File: src/hw/rtl/psci_pkg.sv
// Package for the pedestal-subtracted charge integrator.
// Holds payload, event record and configuration types, widths and codes.
// Used by every module of the block; depends on nothing.
`default_nettype none

package psci_pkg;

   localparam int MAX_CELLS   = 1024;
   localparam int SAMPLE_BITS = 16;
   localparam int TIME_W      = 20;
   localparam int WIN_W       = 16;
   localparam int CNT_W       = $clog2(MAX_CELLS + 1);
   localparam int SUM_W       = SAMPLE_BITS + CNT_W;
   localparam int PROD_W      = SUM_W + CNT_W + 1;
   localparam int DIFF_W      = PROD_W + 1;
   localparam int NUM_W       = DIFF_W - 1 + 4;
   localparam int STEP_W      = $clog2(NUM_W);
   localparam int CHARGE_W    = 32;
   localparam int OUT_CNT_W   = 11;
   localparam int STATUS_W    = 2;
   localparam int CSR_IDX_W   = 2;
   localparam int CSR_DATA_W  = 20;
   localparam int QUEUE_DEPTH = 2;

   localparam logic [CSR_IDX_W-1:0] CSR_PED_END    = 2'd0;
   localparam logic [CSR_IDX_W-1:0] CSR_WIN_BEFORE = 2'd1;
   localparam logic [CSR_IDX_W-1:0] CSR_WIN_AFTER  = 2'd2;

   localparam logic [STATUS_W-1:0] STATUS_OK          = 2'd0;
   localparam logic [STATUS_W-1:0] STATUS_NO_PEDESTAL = 2'd1;
   localparam logic [STATUS_W-1:0] STATUS_NO_TRIGGER  = 2'd2;

   typedef struct packed {
      logic signed [SAMPLE_BITS-1:0] sample_value;
      logic [TIME_W-1:0]             sample_time;
      logic                          is_trigger_cell;
      logic                          end_of_event;
   } req_type;

   typedef struct packed {
      logic signed [CHARGE_W-1:0] charge;
      logic [OUT_CNT_W-1:0]       window_samples;
      logic [OUT_CNT_W-1:0]       pedestal_samples;
      logic [STATUS_W-1:0]        status;
   } rsp_type;

   typedef struct packed {
      logic [TIME_W-1:0] ped_end;
      logic [WIN_W-1:0]  win_before;
      logic [WIN_W-1:0]  win_after;
   } cfg_type;

   typedef struct packed {
      logic signed [SUM_W-1:0] wsum;
      logic [CNT_W-1:0]        wcnt;
      logic signed [SUM_W-1:0] psum;
      logic [CNT_W-1:0]        pcnt;
      logic                    trig_seen;
   } event_type;

endpackage

`default_nettype wire

File: src/hw/rtl/psci_front.sv
// Front end: takes samples, accumulates pedestal and window sums per event.
// Emits one event record at end of event. Depends on psci_pkg.
`default_nettype none

module psci_front (
   input  wire                  clock,
   input  wire                  reset,
   input  psci_pkg::cfg_type    cfg,
   input  wire                  in_valid,
   output logic                 in_ready,
   input  psci_pkg::req_type    in_data,
   input  wire                  q_full,
   output logic                 push,
   output psci_pkg::event_type  push_data
);
   import psci_pkg::*;

   logic signed [SUM_W-1:0] ped_sum_ff, ped_sum_in;
   logic [CNT_W-1:0]        ped_cnt_ff, ped_cnt_in;
   logic                    ped_closed_ff, ped_closed_in;
   logic signed [SUM_W-1:0] win_sum_ff, win_sum_in;
   logic [CNT_W-1:0]        win_cnt_ff, win_cnt_in;
   logic                    trig_seen_ff, trig_seen_in;
   logic [TIME_W-1:0]       trig_time_ff, trig_time_in;
   logic                    win_closed_ff, win_closed_in;

   logic signed [SUM_W-1:0] sample_ext;
   logic [TIME_W:0]         t_ext, lo_sum, hi;
   logic                    ped_in_range, ped_add, win_active, in_win, win_add, accept;

   assign in_ready = !q_full;
   assign accept   = in_valid && in_ready;

   always_comb begin
      sample_ext   = {{(SUM_W-SAMPLE_BITS){in_data.sample_value[SAMPLE_BITS-1]}},
                      in_data.sample_value};
      t_ext        = {1'b0, in_data.sample_time};
      ped_in_range = in_data.sample_time <= cfg.ped_end;
      ped_add      = !ped_closed_ff && ped_in_range && (ped_cnt_ff < CNT_W'(MAX_CELLS));
      ped_sum_in   = ped_add ? ped_sum_ff + sample_ext : ped_sum_ff;
      ped_cnt_in   = ped_add ? ped_cnt_ff + 1'b1 : ped_cnt_ff;
      ped_closed_in = ped_closed_ff || !ped_in_range;

      trig_seen_in = trig_seen_ff || in_data.is_trigger_cell;
      trig_time_in = (!trig_seen_ff && in_data.is_trigger_cell) ?
                     in_data.sample_time : trig_time_ff;

      win_active = trig_seen_in && !win_closed_ff;
      lo_sum     = t_ext + {{(TIME_W+1-WIN_W){1'b0}}, cfg.win_before};
      hi         = {1'b0, trig_time_in} + {{(TIME_W+1-WIN_W){1'b0}}, cfg.win_after};
      in_win     = (lo_sum > {1'b0, trig_time_in}) && (t_ext < hi);
      win_add    = win_active && in_win && (win_cnt_ff < CNT_W'(MAX_CELLS));
      win_sum_in = win_add ? win_sum_ff + sample_ext : win_sum_ff;
      win_cnt_in = win_add ? win_cnt_ff + 1'b1 : win_cnt_ff;
      win_closed_in = win_closed_ff || (win_active && !in_win && (t_ext > hi));

      push                = accept && in_data.end_of_event;
      push_data.wsum      = win_sum_in;
      push_data.wcnt      = win_cnt_in;
      push_data.psum      = ped_sum_in;
      push_data.pcnt      = ped_cnt_in;
      push_data.trig_seen = trig_seen_in;
   end

   always_ff @(posedge clock) begin
      if (reset || push) begin
         ped_sum_ff    <= '0;
         ped_cnt_ff    <= '0;
         ped_closed_ff <= 1'b0;
         win_sum_ff    <= '0;
         win_cnt_ff    <= '0;
         trig_seen_ff  <= 1'b0;
         trig_time_ff  <= '0;
         win_closed_ff <= 1'b0;
      end else if (accept) begin
         ped_sum_ff    <= ped_sum_in;
         ped_cnt_ff    <= ped_cnt_in;
         ped_closed_ff <= ped_closed_in;
         win_sum_ff    <= win_sum_in;
         win_cnt_ff    <= win_cnt_in;
         trig_seen_ff  <= trig_seen_in;
         trig_time_ff  <= trig_time_in;
         win_closed_ff <= win_closed_in;
      end
   end

endmodule

`default_nettype wire

File: src/hw/rtl/psci_queue.sv
// Short queue of event records between front end and back end.
// Depends on psci_pkg.
`default_nettype none

module psci_queue (
   input  wire                  clock,
   input  wire                  reset,
   input  wire                  push,
   input  psci_pkg::event_type  push_data,
   output logic                 full,
   input  wire                  pop,
   output logic                 not_empty,
   output psci_pkg::event_type  pop_data
);
   import psci_pkg::*;

   localparam int PTR_W = (QUEUE_DEPTH > 1) ? $clog2(QUEUE_DEPTH) : 1;
   localparam int FILL_W = $clog2(QUEUE_DEPTH + 1);

   event_type          mem_ff [QUEUE_DEPTH];
   logic [PTR_W-1:0]   wr_ptr_ff, rd_ptr_ff;
   logic [FILL_W-1:0]  fill_ff, fill_in;

   assign full      = fill_ff == FILL_W'(QUEUE_DEPTH);
   assign not_empty = fill_ff != '0;
   assign pop_data  = mem_ff[rd_ptr_ff];

   always_comb begin
      fill_in = fill_ff;
      if (push && !pop) begin
         fill_in = fill_ff + 1'b1;
      end else if (pop && !push) begin
         fill_in = fill_ff - 1'b1;
      end
   end

   always_ff @(posedge clock) begin
      if (push) begin
         mem_ff[wr_ptr_ff] <= push_data;
      end
   end

   always_ff @(posedge clock) begin
      if (reset) begin
         wr_ptr_ff <= '0;
         rd_ptr_ff <= '0;
         fill_ff   <= '0;
      end else begin
         if (push) begin
            wr_ptr_ff <= (wr_ptr_ff == PTR_W'(QUEUE_DEPTH - 1)) ? '0 : wr_ptr_ff + 1'b1;
         end
         if (pop) begin
            rd_ptr_ff <= (rd_ptr_ff == PTR_W'(QUEUE_DEPTH - 1)) ? '0 : rd_ptr_ff + 1'b1;
         end
         fill_ff <= fill_in;
      end
   end

endmodule

`default_nettype wire

File: src/hw/rtl/psci_back.sv
// Back end: pedestal subtraction with an iterative divider and result register.
// Takes event records from psci_queue. Depends on psci_pkg.
`default_nettype none

module psci_back (
   input  wire                  clock,
   input  wire                  reset,
   input  wire                  q_not_empty,
   input  psci_pkg::event_type  q_data,
   output logic                 pop,
   output logic                 out_valid,
   input  wire                  out_ready,
   output psci_pkg::rsp_type    out_data
);
   import psci_pkg::*;

   typedef enum logic [5:0] {
      ST_IDLE = 6'b000001,
      ST_MUL  = 6'b000010,
      ST_SUB  = 6'b000100,
      ST_ABS  = 6'b001000,
      ST_DIV  = 6'b010000,
      ST_FIN  = 6'b100000
   } state_type;

   state_type                state_ff, state_in;
   event_type                rec_ff;
   logic [CNT_W-1:0]         div_ff;
   logic signed [PROD_W-1:0] prod_a_ff, prod_b_ff;
   logic signed [DIFF_W-1:0] diff_ff;
   logic                     neg_ff;
   logic [NUM_W-1:0]         quo_ff;
   logic [CNT_W-1:0]         rem_ff;
   logic [STEP_W-1:0]        step_ff;
   logic                     out_valid_ff;
   rsp_type                  out_data_ff, result;

   logic [DIFF_W-1:0]        diff_mag;
   logic [CNT_W:0]           trial, trial_sub;
   logic                     ge;
   logic                     out_free;

   assign out_valid = out_valid_ff;
   assign out_data  = out_data_ff;
   assign out_free  = !out_valid_ff || out_ready;
   assign pop       = (state_ff == ST_IDLE) && q_not_empty;

   always_comb begin
      diff_mag  = diff_ff[DIFF_W-1] ? DIFF_W'(-diff_ff) : DIFF_W'(diff_ff);
      trial     = {rem_ff, quo_ff[NUM_W-1]};
      trial_sub = trial - {1'b0, div_ff};
      ge        = trial >= {1'b0, div_ff};
   end

   always_comb begin
      if (neg_ff) begin
         if (quo_ff > NUM_W'(64'h8000_0000)) begin
            result.charge = {1'b1, {(CHARGE_W-1){1'b0}}};
         end else begin
            result.charge = -$signed(quo_ff[CHARGE_W-1:0]);
         end
      end else begin
         if (quo_ff > NUM_W'(64'h7FFF_FFFF)) begin
            result.charge = {1'b0, {(CHARGE_W-1){1'b1}}};
         end else begin
            result.charge = $signed(quo_ff[CHARGE_W-1:0]);
         end
      end
      result.window_samples   = OUT_CNT_W'(rec_ff.wcnt);
      result.pedestal_samples = OUT_CNT_W'(rec_ff.pcnt);
      if (!rec_ff.trig_seen) begin
         result.status = STATUS_NO_TRIGGER;
      end else if (rec_ff.pcnt == '0) begin
         result.status = STATUS_NO_PEDESTAL;
      end else begin
         result.status = STATUS_OK;
      end
   end

   always_comb begin
      state_in = state_ff;
      case (state_ff)
         ST_IDLE: begin
            if (q_not_empty) begin
               state_in = ST_MUL;
            end
         end
         ST_MUL: state_in = ST_SUB;
         ST_SUB: state_in = ST_ABS;
         ST_ABS: state_in = ST_DIV;
         ST_DIV: begin
            if (step_ff == STEP_W'(NUM_W - 1)) begin
               state_in = ST_FIN;
            end
         end
         ST_FIN: begin
            if (out_free) begin
               state_in = ST_IDLE;
            end
         end
         default: state_in = ST_IDLE;
      endcase
   end

   always_ff @(posedge clock) begin
      case (state_ff)
         ST_IDLE: begin
            rec_ff <= q_data;
            div_ff <= (q_data.pcnt == '0) ? CNT_W'(1) : q_data.pcnt;
         end
         ST_MUL: begin
            prod_a_ff <= rec_ff.wsum * $signed({1'b0, div_ff});
            prod_b_ff <= $signed({1'b0, rec_ff.wcnt}) * rec_ff.psum;
         end
         ST_SUB: begin
            diff_ff <= DIFF_W'(prod_a_ff) - DIFF_W'(prod_b_ff);
         end
         ST_ABS: begin
            neg_ff  <= diff_ff[DIFF_W-1];
            quo_ff  <= {diff_mag[DIFF_W-2:0], 4'b0000};
            rem_ff  <= '0;
            step_ff <= '0;
         end
         ST_DIV: begin
            rem_ff  <= ge ? trial_sub[CNT_W-1:0] : trial[CNT_W-1:0];
            quo_ff  <= {quo_ff[NUM_W-2:0], ge};
            step_ff <= step_ff + 1'b1;
         end
         default: begin
         end
      endcase
      if (state_ff == ST_FIN && out_free) begin
         out_data_ff <= result;
      end
   end

   always_ff @(posedge clock) begin
      if (reset) begin
         state_ff     <= ST_IDLE;
         out_valid_ff <= 1'b0;
      end else begin
         state_ff <= state_in;
         if (state_ff == ST_FIN && out_free) begin
            out_valid_ff <= 1'b1;
         end else if (out_ready) begin
            out_valid_ff <= 1'b0;
         end
      end
   end

endmodule

`default_nettype wire

File: src/hw/rtl/pedestal_subtracted_charge_integrator_unit.sv
// Top level of the pedestal-subtracted charge integrator.
// Instantiates psci_front, psci_queue and psci_back; depends on psci_pkg.
//
//   port group   direction   handshake            payload
//   req_*        in          req_valid/req_ready  psci_pkg::req_type
//   rsp_*        out         rsp_valid/rsp_ready  psci_pkg::rsp_type
//   csr_*        in          csr_wr_en            csr_index, csr_wdata
//
// Samples are taken one per cycle while the event queue has room.
// Each end of event takes the back end through multiply, subtract,
// magnitude, then a 43-step one-bit-per-cycle divider and a result load.
// The two-entry event queue stalls sample intake only when full.
// Synchronous active-high reset clears control state and front-end sums.
`default_nettype none

module pedestal_subtracted_charge_integrator_unit (
   input  wire                                 clock,
   input  wire                                 reset,
   input  wire                                 req_valid,
   output logic                                req_ready,
   input  psci_pkg::req_type                   req_data,
   output logic                                rsp_valid,
   input  wire                                 rsp_ready,
   output psci_pkg::rsp_type                   rsp_data,
   input  wire                                 csr_wr_en,
   input  wire [psci_pkg::CSR_IDX_W-1:0]       csr_index,
   input  wire [psci_pkg::CSR_DATA_W-1:0]      csr_wdata
);
   import psci_pkg::*;

   cfg_type   cfg_ff;
   event_type push_data, pop_data;
   logic      push, pop, q_full, q_not_empty;

   always_ff @(posedge clock) begin
      if (reset) begin
         cfg_ff.ped_end    <= TIME_W'(80);
         cfg_ff.win_before <= WIN_W'(800);
         cfg_ff.win_after  <= WIN_W'(2880);
      end else if (csr_wr_en) begin
         case (csr_index)
            CSR_PED_END:    cfg_ff.ped_end    <= csr_wdata[TIME_W-1:0];
            CSR_WIN_BEFORE: cfg_ff.win_before <= csr_wdata[WIN_W-1:0];
            CSR_WIN_AFTER:  cfg_ff.win_after  <= csr_wdata[WIN_W-1:0];
            default: begin
            end
         endcase
      end
   end

   psci_front u_front (
      .clock     (clock),
      .reset     (reset),
      .cfg       (cfg_ff),
      .in_valid  (req_valid),
      .in_ready  (req_ready),
      .in_data   (req_data),
      .q_full    (q_full),
      .push      (push),
      .push_data (push_data)
   );

   psci_queue u_queue (
      .clock     (clock),
      .reset     (reset),
      .push      (push),
      .push_data (push_data),
      .full      (q_full),
      .pop       (pop),
      .not_empty (q_not_empty),
      .pop_data  (pop_data)
   );

   psci_back u_back (
      .clock       (clock),
      .reset       (reset),
      .q_not_empty (q_not_empty),
      .q_data      (pop_data),
      .pop         (pop),
      .out_valid   (rsp_valid),
      .out_ready   (rsp_ready),
      .out_data    (rsp_data)
   );

   a_no_trigger_zero: assert property (@(posedge clock) disable iff (reset)
      rsp_valid && rsp_data.status == STATUS_NO_TRIGGER |->
         rsp_data.charge == '0 && rsp_data.window_samples == '0)
      else $error("no-trigger result carries window charge");

   a_pedestal_status: assert property (@(posedge clock) disable iff (reset)
      rsp_valid |->
         ((rsp_data.status == STATUS_NO_PEDESTAL) == (rsp_data.pedestal_samples == '0)) ||
         rsp_data.status == STATUS_NO_TRIGGER)
      else $error("status disagrees with pedestal count");

   a_count_limit: assert property (@(posedge clock) disable iff (reset)
      rsp_valid |-> rsp_data.window_samples <= OUT_CNT_W'(MAX_CELLS) &&
                    rsp_data.pedestal_samples <= OUT_CNT_W'(MAX_CELLS))
      else $error("sample count beyond cell limit");

   a_pop_only_filled: assert property (@(posedge clock) disable iff (reset)
      pop |-> q_not_empty)
      else $error("event queue read while empty");

endmodule

`default_nettype wire
File: config.mk
export PLATFORM = sky130hd
export DESIGN_NAME = pedestal_subtracted_charge_integrator_unit
export DESIGN_NICKNAME = d
export VERILOG_FILES = /design/src/hw/rtl/psci_pkg.sv /design/src/hw/rtl/psci_front.sv /design/src/hw/rtl/psci_queue.sv /design/src/hw/rtl/psci_back.sv /design/src/hw/rtl/pedestal_subtracted_charge_integrator_unit.sv
export SDC_FILE = /design/constraint.sdc
export NUM_CORES = 2
export LEC_CHECK = 0
export BUFFER_PORTS_ARGS = -buffer_cell sky130_fd_sc_hd__buf_2
export CAP_MARGIN = 20
export CELL_PAD_IN_SITES_DETAIL_PLACEMENT = 0
export CELL_PAD_IN_SITES_GLOBAL_PLACEMENT = 2
export CORE_ASPECT_RATIO = 0.6
export CORE_MARGIN = 3
export CORE_UTILIZATION = 43
export CTS_BUF_LIST = sky130_fd_sc_hd__clkbuf_2 sky130_fd_sc_hd__clkbuf_4 sky130_fd_sc_hd__clkbuf_8
export CTS_CLUSTER_SIZE = 16
export DETAILED_ROUTE_END_ITERATION = 8
export PLACE_DENSITY = 0.91
export SLEW_MARGIN = 30
export SYNTH_ARGS = -nofsm -noshare
export SYNTH_HDL_FRONTEND = slang
export SYNTH_HIERARCHICAL = 1
export SYNTH_SLANG_ARGS = --single-unit
File: constraint.sdc
create_clock -name clock -period 7.4 [get_ports clock]
set_clock_uncertainty 0.05 [all_clocks]
set_input_delay 0.74 -clock clock [delete_from_list [all_inputs] [get_ports clock]]
set_output_delay 0.74 -clock clock [all_outputs]
set_load 0.01 [all_outputs]
## Yosys cells after proc, flatten, opt, wreduce, memory -nomap -nowiden

Memory sizes are Yosys's and may differ from the RTL's. A register that Yosys moved wholly into a read port is not among the register bits.
Index checks and enable logic that the tools add are counted.
W data, S select, Z words.

- Register bits after elaboration: 485
- RAM bits: 154
- Input bits: 65
- Word-level logic and storage cells: 141
- Memories: 1

- $add $sub $neg: 15
- Multiply operators: 2
- $lt $le $gt $ge: 9
- Equality and inequality tests: 13
- Multiplexer cells: 28
- Reduce and logical (&&, ||, !) cells: 40

Memory list:

| memory | depth | width | read ports | clocked after memory_dff | write ports | line | source |
|---|---|---|---|---|---|---|---|
| u_queue.mem_ff | 2 | 77 | 1 | 1 | 1 | psci_queue.sv:20 | `event_type mem_ff [QUEUE_DEPTH];` |

Operators by type and width:

| kind | count |
|---|---|
| $mux W32 | 3 |
| $pmux W43 S2 | 1 |
| $add A27 B16 Y27 | 2 |
| $mux W27 | 2 |
| $gt A43 B31 Y1 const B | 1 |
| $gt A43 B32 Y1 const B | 1 |
| $add A20 B16 Y21 | 2 |
| $sub A39 B39 Y40 | 1 |
| $mul A12 B27 Y39 | 1 |
| $mul A27 B12 Y39 | 1 |
| $mux W39 | 1 |
| $neg A39 Y39 | 1 |
| $pmux W6 S6 | 1 |
| $mux W11 | 3 |
| $neg A32 Y32 | 1 |
| $add A11 B1 Y11 const B | 2 |
| $logic_not A11 Y1 | 2 |
| $lt A11 B11 Y1 const B | 2 |
| $pmux W11 S2 | 1 |
| $gt A20 B21 Y1 | 1 |
| $gt A21 B20 Y1 | 1 |
| $lt A20 B21 Y1 | 1 |
| $le A20 B20 Y1 | 1 |
| $mux W20 | 1 |
| 26 further kinds | 73 |

## Longest topological paths before layout

- Depth in word-level cells: 10
- Mapped depth: 27
- Mapped depth without buffers: 22

## Cells and area by module

Netlist, hierarchy kept.

Modules (own cells, without submodules):

| module | times used | cells each | area each (sq um) |
|---|---|---|---|
| psci_back | 1 | 3724 | 36214.7 |
| psci_front | 1 | 1364 | 10530.1 |
| psci_queue | 1 | 262 | 5899.4 |
| pedestal_subtracted_charge_integrator_unit | 1 | 202 | 2145.8 |

## Worst setup path before layout

Ideal clock, no wire load.

- Path kind: input to register
- Start point: in req_data[1] in the netlist's numbering
- End point: mem u_queue/mem_ff[0][66] in the netlist's numbering (data pin)
- Data arrival time: 6.297 ns
- Required time: 7.088 ns
- Path slack: 0.791 ns
- Cell stages on the path: 25
- Buffers on the path: 5
- Path through: nor2b_1 clkbuf_1 buf_1 clkbuf_1 mux2i_1 inv_1 fa_1 a21oi_1 o21bai_1 nor3_1 or2_2 nor2_1 o21ai_0 or3b_2 nand2_1 ha_1 a211oi_1 o21ai_0 o2111a_1 o21ai_0 a311oi_1 a221oi_4 buf_2 buf_4 mux2_2

RTL lines:

| element | line | source |
|---|---|---|
| start, declared | pedestal_subtracted_charge_integrator_unit.sv:21 | `input psci_pkg::req_type req_data,` |
| end, declared | psci_queue.sv:20 |  |

## Worst setup path after layout

- Start point: reg u_back.div_ff[4]
- End point: reg u_back.prod_a_ff[37] (data pin)

- Longest elaborated chain between the ends: 1

Ends and longest elaborated chain:

| element | line | source |
|---|---|---|
| start, declared | psci_back.sv:28 | `logic [CNT_W-1:0] div_ff;` |
| start signal, assigned | psci_back.sv:109 | `div_ff <= (q_data.pcnt == '0) ? CNT_W'(1) : q_data.pcnt;` |
| $mul A27 B12 Y39 | psci_back.sv:112 | `prod_a_ff <= rec_ff.wsum * $signed({1'b0, div_ff});` |
| end signal, assigned | psci_back.sv:112 |  |
| end, declared | psci_back.sv:29 | `logic signed [PROD_W-1:0] prod_a_ff, prod_b_ff;` |

No other way between the ends.
A chain may end at the register's enable or synchronous reset.

==> summary.txt <==
Floorplanning
  • Die width: roughly 470 microns
  • Area of the core: 0.1252 sq mm
  • Die height: 282.5 microns
  • Num rows: 100
  • Initial core utilization: 43.75%
  • Die area: around 0.13 sq mm
  • I/O Pins: between 100 and 150

Clocking
  • Clock Tree Root: clkbuf_8
  • CTS tree: done
  • Worst-path clk slew: around 70 ps
  • Clock buffer depth: 3
  • H-tree levels: 3
  • CTS Buf Count: between 100 and 150
  • Clk sinks: 640
  • Hold_buf cts: 0
  • # resized after CTS: 0
  • Worst skew pair latency: slightly above 800 ps
  • Post-CTS Setup Bufs: 0

Yosys
  • Synth Area in Adders: between 20 and 30%
  • Number of synthesized flops with an enable pin: between 400 and 500
  • Mux share of post-synthesis cell area: under 10%
  • Post-synthesis compound-gate area fraction: under 10%
  • Synth Area in Simple Gates: 14.45%
  • Yosys Warn Count: 6
  • Xor and xnor area share after synthesis: under 10%
  • Syn avg cell area: 9.869 sq um
  • Net Count, Synth: about 6.5k
  • Largest family of logic cells by synthesized area: adder cells
  • Synthesized flop and latch total: 640
  • Synth unique cells: 87
  • Post-synthesis sequential area ratio: 32.10%
  • Ys flop type: edfxtp_1
  • Mapped Cells: between 5k and 6k
  • Asr flop ratio synth: 0%
  • Mapped cell area: approximately 0.055 sq mm

Drt
  • Wire per inst: 19.72 microns
  • Routed Antenna Nets: 0
  • Via Count: between 30k and 40k
  • Drt first pass iters: 5
  • First-iteration detailed-routing DRC count: around 3.4k
  • DRC errors left: 0
  • Routed Wire Length: between 100 and 150 mm
  • Vias per inst: around 5.4

STA
  • Worst slew pin tran: 978.4 ps
  • Slew HR: 34.38%
  • Fin worst setup slack: between 500 and 600 ps
  • Min cycle time layout: a little under 7000 ps
  • Number of hold violations in the final report: 0
  • RSZ-0062 raised after global routing: false
  • Max-slew violations: 0
  • Setup violators final: 0
  • Hold WS: ~160 ps
  • Final setup TNS: 0 ps
  • Max Freq: 144.9 MHz
  • Final period util: 93.24%

GRT
  • Initial antenna violation count: 9
  • GRT overflow: 0
  • First-pass GRT wire length: between 200 and 250 mm
  • Gr usage total: between 20 and 25%
  • Vias in the first global route: between 30k and 40k
  • Largest net degree at the start of global routing: 100

Worst setup path
  • Critical path class: flop to flop
  • CP Data Required Time: a little under 8000 ps
  • Buf+Inv Stages, Crit Path: 5
  • Crit path arrival time: about 7400 ps
  • CP top delay family: adder cells
  • Setup crit start kind: flop
  • CP most frequent cell: fa_1
  • Max stage delay on crit path: 790 ps
  • Critical Path Fanout Max: 15
  • Crit. End Element: flop
  • Crit path max-delay cell type: edfxtp_1
  • Crit-path cells: buf_4, nand2_1, fa_1, fa_1, inv_1, fa_1, fa_1, inv_1, fa_1, inv_1, ha_1, o21ai_0, a21oi_1, o21ai_0, o31ai_1, o21ai_0, a21boi_0, buf_4, a311oi_1, o21ai_0, xor2_1

Run status
  • Status: finished, final reports clean

Placement
  • Post-placement cell area: between 0.05 and 0.06 sq mm
  • Setup WS pre-CTS: approximately 330 ps
  • Port Buffers: about 120
  • Placer's final routability congestion estimate: approximately 0.92
  • DPL Wire Length: 113.1 mm

Layout
  • # fillers: 11.72k
  • Multi-input logic area: about 0.033 sq mm
  • Most common cell after layout, fill and taps aside: inv_1
  • Flip-flop and latch area: 0.01759 sq mm
  • Final instance area: about 0.059 sq mm
  • Commonest cells after routing, fill and taps aside: inv_1 (840), nand2_1 (623), fa_1 (526)
  • NumNets Final: about 6.6k
  • P&R area growth vs syn: 8.267%
  • Layout cells sized above 1: 9.604%

Job
  • Max Cap Viol: 0

Hold path
  • Worst Hold Class: primary input to flop
## synthesized netlist by cell type, drive strengths merged, types with 145 or more instances
master / n / area (sq um)
inv: 843 / 3164
nand2: 628 / 2362
fa: 526 / 10530
edfxtp: 477 / 14320
ha: 370 / 4629
nor2: 298 / 1119
a21oi: 254 / 1271
clkbuf: 210 / 788.3
and2: 193 / 1207
dfxtp: 163 / 3263
o21ai: 156 / 780.8
xnor2: 145 / 1270
## metrics by stage
step / util (%) / std cells
finish: 47.36 / 7375
global route: 47.36 / 7373
CTS: 47.31 / 7365
detailed placement: 45.57 / 7176
global placement: 45.54 / 7174
floorplan: - / 5552
## cell type report
| type | instances | area share, % |
|---|---|---|
| Sequential cell | 640 | 29.65 |
| Tap cell | 1683 | 3.550 |
| Clock inverter | 56 | 0.9007 |
| Multi-Input combinational cell | 3819 | 55.68 |
| Antenna cell | 7 | 0.02953 |
| Inverter | 844 | 5.343 |
| Timing Repair Buffer | 193 | 2.069 |
| Clock buffer | 133 | 2.769 |
## state kept, by name (all words and copies together), names as in the netlist, 20 cells and up, named ones only
signal and flops:
u_back/rec_ff 77, u_back/prod_b_ff 39, u_front/win_sum_ff 27, cfg_ff 52, u_back/prod_a_ff 39, u_back/diff_ff 40, u_front/trig_time_ff 20, u_front/ped_sum_ff 27
u_queue/mem_ff 154, u_back/quo_ff 43, u_back/out_data 56
## layer usage
layer	part of all wire [%]	wire length [microns]	vias to the layer above	global-route usage [%]
li1	-	-	18590	-
met1	51	74170	19570	35.38
met2	38	55810	1170	29.80
met3	9.1	13220	156	6.227
met4	1.6	2258	2	4.299
met5	0.0048	7	-	0
## cells by family (layout without fill, tap and decap cells)
| group | after synthesis | after routing |
|---|---|---|
| simple gates | 1637 | 1637 |
| fa+ha+maj | 896 | 896 |
| flops | 640 | 640 |
| other cells | 0 | 7 |
| buf+inv | 1093 | 1226 |
| mux | 203 | 203 |
| xor+xnor | 250 | 250 |
| compound gates | 833 | 833 |
## worst min-delay path, delay by kind of cell
family | cells | cell delay [ps]
buf+inv | 1 | 110
mux | 1 | 60
simple gates | 1 | 60
## final timing paths
kind                    start              endpoint  slack (ps)  cells past startpoint
max          u_back/div_ff[4]  u_back/prod_a_ff[37]         500                     21
min              csr_wdata[6]            cfg_ff[22]         160                      3
max reg2reg  u_back/div_ff[4]  u_back/prod_a_ff[37]         500                     21
min reg2reg  u_back/rec_ff[3]    u_back/out_data[4]         410                      0
Power is not shown: default switching activity piles up to over one toggle a cycle in this logic, so the estimate is an artifact.
